===== config.mk =====
export PLATFORM = sky130hd
export DESIGN_NAME = hks_key_sched
export DESIGN_NICKNAME = d
export VERILOG_FILES = /design/src/hw/rtl/hks_pkg.sv /design/src/hw/rtl/hks_key_sched.sv
export SDC_FILE = /design/constraint.sdc
export NUM_CORES = 2
export LEC_CHECK = 0
export BUFFER_PORTS_ARGS = -buffer_cell sky130_fd_sc_hd__buf_2
export CAP_MARGIN = 20
export CORE_MARGIN = 2
export CORE_UTILIZATION = 40
export CTS_CLUSTER_DIAMETER = 40
export DETAILED_ROUTE_END_ITERATION = 7
export PLACE_DENSITY = 0.66
export SLEW_MARGIN = 20
export SYNTH_ARGS = -nofsm -noshare
export SYNTH_HDL_FRONTEND = slang
export SYNTH_SLANG_ARGS = --single-unit

===== constraint.sdc =====
create_clock -name clk -period 64.7 [get_ports clk]
set_clock_uncertainty 0.2 [all_clocks]
set_input_delay 12.94 -clock clk [delete_from_list [all_inputs] [get_ports clk]]
set_output_delay 12.94 -clock clk [all_outputs]
set_load 0.005 [all_outputs]

===== src/hw/rtl/hks_pkg.sv =====
// Package for the HMAC-SHA-256 counter-mode keystream block.
// Holds the SHA-256 word types, round constants and round functions.
// No dependencies.
package hks_pkg;

  typedef logic [31:0] word_t;
  typedef logic [7:0][31:0] state_t;   // index 0 is a, index 7 is h
  typedef logic [15:0][31:0] block_t;  // index 0 is the first message word

  // Data words and the saturated byte count travel beside the hash.
  localparam int unsigned SIDE_W = 262;
  typedef logic [SIDE_W-1:0] side_t;

  localparam int unsigned IN_W  = 296;
  localparam int unsigned OUT_W = 264;
  localparam int unsigned CFG_IDX_W = 8;

  localparam logic [CFG_IDX_W-1:0] REG_KEY_HIGH   = 8'd0;
  localparam logic [CFG_IDX_W-1:0] REG_KEY_LOW    = 8'd1;
  localparam logic [CFG_IDX_W-1:0] REG_NONCE_HIGH = 8'd2;
  localparam logic [CFG_IDX_W-1:0] REG_NONCE_LOW  = 8'd3;

  localparam logic [5:0] MAX_BYTES = 6'd32;
  localparam word_t IPAD = 32'h36363636;
  localparam word_t OPAD = 32'h5c5c5c5c;
  localparam word_t PAD_ONE = 32'h80000000;
  // Bit lengths of the inner (64+20 bytes) and outer (64+32 bytes) messages.
  localparam word_t INNER_BITS = 32'd672;
  localparam word_t OUTER_BITS = 32'd768;

  localparam state_t H_INIT = {
    32'h5be0cd19, 32'h1f83d9ab, 32'h9b05688c, 32'h510e527f,
    32'ha54ff53a, 32'h3c6ef372, 32'hbb67ae85, 32'h6a09e667
  };

  function automatic word_t k_const(input logic [5:0] idx);
    word_t k;
    case (idx)
      6'd0:  k = 32'h428a2f98;  6'd1:  k = 32'h71374491;
      6'd2:  k = 32'hb5c0fbcf;  6'd3:  k = 32'he9b5dba5;
      6'd4:  k = 32'h3956c25b;  6'd5:  k = 32'h59f111f1;
      6'd6:  k = 32'h923f82a4;  6'd7:  k = 32'hab1c5ed5;
      6'd8:  k = 32'hd807aa98;  6'd9:  k = 32'h12835b01;
      6'd10: k = 32'h243185be;  6'd11: k = 32'h550c7dc3;
      6'd12: k = 32'h72be5d74;  6'd13: k = 32'h80deb1fe;
      6'd14: k = 32'h9bdc06a7;  6'd15: k = 32'hc19bf174;
      6'd16: k = 32'he49b69c1;  6'd17: k = 32'hefbe4786;
      6'd18: k = 32'h0fc19dc6;  6'd19: k = 32'h240ca1cc;
      6'd20: k = 32'h2de92c6f;  6'd21: k = 32'h4a7484aa;
      6'd22: k = 32'h5cb0a9dc;  6'd23: k = 32'h76f988da;
      6'd24: k = 32'h983e5152;  6'd25: k = 32'ha831c66d;
      6'd26: k = 32'hb00327c8;  6'd27: k = 32'hbf597fc7;
      6'd28: k = 32'hc6e00bf3;  6'd29: k = 32'hd5a79147;
      6'd30: k = 32'h06ca6351;  6'd31: k = 32'h14292967;
      6'd32: k = 32'h27b70a85;  6'd33: k = 32'h2e1b2138;
      6'd34: k = 32'h4d2c6dfc;  6'd35: k = 32'h53380d13;
      6'd36: k = 32'h650a7354;  6'd37: k = 32'h766a0abb;
      6'd38: k = 32'h81c2c92e;  6'd39: k = 32'h92722c85;
      6'd40: k = 32'ha2bfe8a1;  6'd41: k = 32'ha81a664b;
      6'd42: k = 32'hc24b8b70;  6'd43: k = 32'hc76c51a3;
      6'd44: k = 32'hd192e819;  6'd45: k = 32'hd6990624;
      6'd46: k = 32'hf40e3585;  6'd47: k = 32'h106aa070;
      6'd48: k = 32'h19a4c116;  6'd49: k = 32'h1e376c08;
      6'd50: k = 32'h2748774c;  6'd51: k = 32'h34b0bcb5;
      6'd52: k = 32'h391c0cb3;  6'd53: k = 32'h4ed8aa4a;
      6'd54: k = 32'h5b9cca4f;  6'd55: k = 32'h682e6ff3;
      6'd56: k = 32'h748f82ee;  6'd57: k = 32'h78a5636f;
      6'd58: k = 32'h84c87814;  6'd59: k = 32'h8cc70208;
      6'd60: k = 32'h90befffa;  6'd61: k = 32'ha4506ceb;
      6'd62: k = 32'hbef9a3f7;  6'd63: k = 32'hc67178f2;
      default: k = 32'h0;
    endcase
    return k;
  endfunction

  function automatic word_t rotr(input word_t x, input int unsigned n);
    return (x >> n) | (x << (32 - n));
  endfunction

  // One compression round; wk is the schedule word plus the round constant.
  function automatic state_t sha_round(input state_t st, input word_t wk);
    state_t r;
    word_t t1;
    word_t t2;
    t1 = st[7] + (rotr(st[4], 6) ^ rotr(st[4], 11) ^ rotr(st[4], 25))
         + ((st[4] & st[5]) ^ (~st[4] & st[6])) + wk;
    t2 = (rotr(st[0], 2) ^ rotr(st[0], 13) ^ rotr(st[0], 22))
         + ((st[0] & st[1]) ^ (st[0] & st[2]) ^ (st[1] & st[2]));
    r[7] = st[6];
    r[6] = st[5];
    r[5] = st[4];
    r[4] = st[3] + t1;
    r[3] = st[2];
    r[2] = st[1];
    r[1] = st[0];
    r[0] = t1 + t2;
    return r;
  endfunction

  // Slides the sixteen-word schedule window by one word.
  function automatic block_t sched_shift(input block_t w);
    block_t r;
    word_t s0;
    word_t s1;
    s0 = rotr(w[1], 7) ^ rotr(w[1], 18) ^ (w[1] >> 3);
    s1 = rotr(w[14], 17) ^ rotr(w[14], 19) ^ (w[14] >> 10);
    for (int j = 0; j < 15; j++) r[j] = w[j+1];
    r[15] = w[0] + s0 + w[9] + s1;
    return r;
  endfunction

  function automatic state_t state_add(input state_t x, input state_t y);
    state_t r;
    for (int j = 0; j < 8; j++) r[j] = x[j] + y[j];
    return r;
  endfunction

endpackage


===== src/hw/rtl/hks_key_sched.sv =====
// Iterative SHA-256 unit that hashes the key-xor-ipad and key-xor-opad blocks.
// Depends on hks_pkg. Runs after reset and after every key register write.
module hks_key_sched (
  input  logic            clk,
  input  logic            rst_n,
  input  logic            restart,
  input  logic [63:0]     key_high,
  input  logic [63:0]     key_low,
  output logic            busy,
  output hks_pkg::state_t ipad_state,
  output hks_pkg::state_t opad_state
);

  localparam logic [1:0] S_LOAD = 2'd0;
  localparam logic [1:0] S_RUN  = 2'd1;
  localparam logic [1:0] S_FIN  = 2'd2;
  localparam logic [1:0] S_IDLE = 2'd3;

  logic [1:0]      state_r;
  logic            phase_r;
  logic [5:0]      rnd_r;
  hks_pkg::state_t st_r;
  hks_pkg::block_t w_r;
  hks_pkg::state_t ipad_r;
  hks_pkg::state_t opad_r;
  hks_pkg::block_t blk;
  hks_pkg::word_t  pad;

  always_comb begin
    pad = phase_r ? hks_pkg::OPAD : hks_pkg::IPAD;
    for (int j = 0; j < 16; j++) blk[j] = pad;
    blk[0] = key_high[63:32] ^ pad;
    blk[1] = key_high[31:0] ^ pad;
    blk[2] = key_low[63:32] ^ pad;
    blk[3] = key_low[31:0] ^ pad;
  end

  always_ff @(posedge clk) begin
    if (!rst_n || restart) begin
      state_r <= S_LOAD;
      phase_r <= 1'b0;
      rnd_r   <= 6'd0;
    end else begin
      case (state_r)
        S_LOAD: begin
          state_r <= S_RUN;
          rnd_r   <= 6'd0;
        end
        S_RUN: begin
          rnd_r <= rnd_r + 6'd1;
          if (rnd_r == 6'd63) state_r <= S_FIN;
        end
        S_FIN: begin
          phase_r <= 1'b1;
          state_r <= phase_r ? S_IDLE : S_LOAD;
        end
        default: state_r <= S_IDLE;
      endcase
    end
  end

  always_ff @(posedge clk) begin
    case (state_r)
      S_LOAD: begin
        st_r <= hks_pkg::H_INIT;
        w_r  <= blk;
      end
      S_RUN: begin
        st_r <= hks_pkg::sha_round(st_r, w_r[0] + hks_pkg::k_const(rnd_r));
        w_r  <= hks_pkg::sched_shift(w_r);
      end
      S_FIN: begin
        if (phase_r) opad_r <= hks_pkg::state_add(hks_pkg::H_INIT, st_r);
        else ipad_r <= hks_pkg::state_add(hks_pkg::H_INIT, st_r);
      end
      default: ;
    endcase
  end

  assign busy       = (state_r != S_IDLE);
  assign ipad_state = ipad_r;
  assign opad_state = opad_r;

endmodule


==> flow_summary.ini <==
[outcome]
outcome = completed

[routing]
drtIter0Drc = 4817
avgRoutedWirePerCell_um = 24.5
post_drt_via_cell_ratio = 5.39
wl_um = 209000
ant_nets = 0
first_pass_iters = 8
vias = 45900
drc_errors = 0

[worst_hold_path]
hold_path.class = reg2reg
hold_depth = 1

[layout]
final_cell_mix = edfxtp_1, nand2_1, buf_2
area_delta_synth_final_pct = 17.6
regArea_mm2 = 0.0393
final_common_cell = edfxtp_1
final_area_mm2 = 0.0788
final_nets = 6633
multi_input_comb_area_mm2 = 0.0253
n_fill_cell = 14900
drive_gt1_share_pct = 20.2

[yosys]
ys_seq_area_share_pct = 58.6
synth_area_mm2 = 0.0670
synth-compound-area-share_pct = 8.53
synth_fa_ha_area_share_pct = 8.80
synth_nets = 6038
synth-edff-count = 1280
yosys_warnings = 0
ys_types = 89
ys_async_sr_fraction_pct = 0
synth_xor_area_share_pct = 8.22
synth-seq-cells = 1321
synth_ff_type = edfxtp_1
syn_area_per_cell_um2 = 12.0
synth.area.mux_share_pct = 0.659
synthCells = 5571
synth_top_family_by_area = simple AND/OR/NAND/NOR gates
synth-simple-area-share_pct = 11.5

[setup_path]
worst_setup_path_end_kind = flip-flop
critPathBufInv = 3
crit_cells = 12
start_kind = primary input
cp_common_cell = nand2_1
crit_family = simple AND/OR/NAND/NOR gates
crit_chain = buf_2 > nor2b_1 > buf_4 > nand2_1 > clkinv_1 > ha_1 > nand2_1 > o21ai_0 > a21oi_1 > nand2_1 > a21oi_1 > nor3_1
required_ns = 65.20
reg2reg_depth = 25
cp_slowest_cell = clkinv_1
cp_max_fo = 17
crit_arrival_ns = 17.23
critPathKind = in2reg
max_stage_delay_ns = 0.93

[clock_network]
numClockSinks = 1321
cts.clk_slew.worst_paths_ns = 0.06
clockBufferDepth = 3
post_cts.repair.setup_buffers = 0
numCtsBuffers = 189
cts_resized = 0
h-tree-depth = 4
holdBufCountCts = 0
worstSkewPairLatency_ns = 0.85
cts_root_buf = clkbuf_16
tritoncts = done

[floorplanning]
core_area_mm2 = 0.167
ios = 644
rows = 150
initial_core_util_pct = 40.2
die_w_um = 413
die_h_um = 413
dieArea_mm2 = 0.171

[global_routing]
gr-total-overflow = 0
antenna_found_initial = 5
track_usage_pct = 23.9
grt_pass1_wl_um = 298000
grt_max_degree = 126
grt_pass1_vias = 44000

[placed_design]
dp_hpwl_um = 153000
io_buffers = 643
place.gp.congestion = 0.974
pre_cts_slack_ns = 47.20
place_area_mm2 = 0.0724

[sta]
fmax_ghz = 0.0598
finalSetupViolations = 0
slew_violations = 0
worst_slew_pin_slew_ns = 1.22
hold_viol = 0
fin_ws_ns = 47.97
tns_ns = 0
slew-limit-headroom_pct = 18.3
finalCritPeriodShare_pct = 25.9
rsz0062_at_grt = no
finalCriticalPeriod_ns = 16.73
whs_ns = 0.283

[run]
maxCapViolations = 0
synthesized netlist by cell type, types with 149 or more instances:
master,number,share of area (%)
o21ai_0,184,1.4
xnor2_1,413,5.4
a21oi_1,294,2.2
fa_1,187,5.6
nor2_1,350,2.0
edfxtp_1,1280,57
and3_1,180,1.7
or2_2,186,1.7
xor2_1,211,2.8
nand2_1,655,3.7
clkbuf_1,258,1.4
inv_1,368,2.1
ha_1,149,2.8
final timing paths:
path / endpoint / start / slack [ns]
max: flip-flop / rst_n / 47.97
min: w_r[364] / w_r[396] / 0.28
max reg2reg: st_r[31] / w_r[1] / 56.31
min reg2reg: w_r[364] / w_r[396] / 0.28
layer usage:
metal  track usage (%)  up-vias  wire length, um
li1                  -    20800                -
met1              31.3    22800            85000
met2              39.0     1956           100000
met3              5.32      362            16500
met4              8.51        4             7480
met5                 0        -               21
worst register-to-register path, delay by kind of cell, from the launching register on:
family | cells | cell delay, ns
buffers and inverters | 2 | 0.09
xor gates and xnor gates | 2 | 0.75
DFF | 1 | 0.59
and+or+nand+nor | 1 | 0.16
AOI/OAI and AO/OA | 13 | 3.09
adders and majority gates | 7 | 3.23
layout make-up:
class	instances	area share, %
Sequential cell	1321	49.8
Inverter	370	1.77
Multi-Input combinational cell	3582	32.1
Antenna cell	1	0.00317
Clock inverter	145	2.07
Clock buffer	204	6.10
Timing Repair Buffer	702	4.64
Tap cell	2204	3.50
sequential cells by signal, summed over array words and instances, names as in the netlist, named ones only:
register    cells
phase_r         1
state_r         2
st_r          256
opad_state    256
ipad_state    256
w_r           512
rnd_r           6
logic make-up after synthesis:
logic type / Yosys count
DFF: 1321
xor gates and xnor gates: 626
AOI/OAI and AO/OA: 901
buffers and inverters: 668
adders and majority gates: 365
and+or+nand+nor: 1648
muxes: 42
per-stage QoR:
step | utilization, % | instances
2_1_floorplan | - | 5571
3_3_place_gp | 43.4 | 8178
3_5_place_dp | 43.4 | 8179
4_1_cts | 47.2 | 8528
5_1_grt | 47.2 | 8529
6_report | 47.2 | 8529
Power is left out: the tool's default activity adds up to more than one toggle a clock period on the data nets, which glitch-free logic cannot reach.
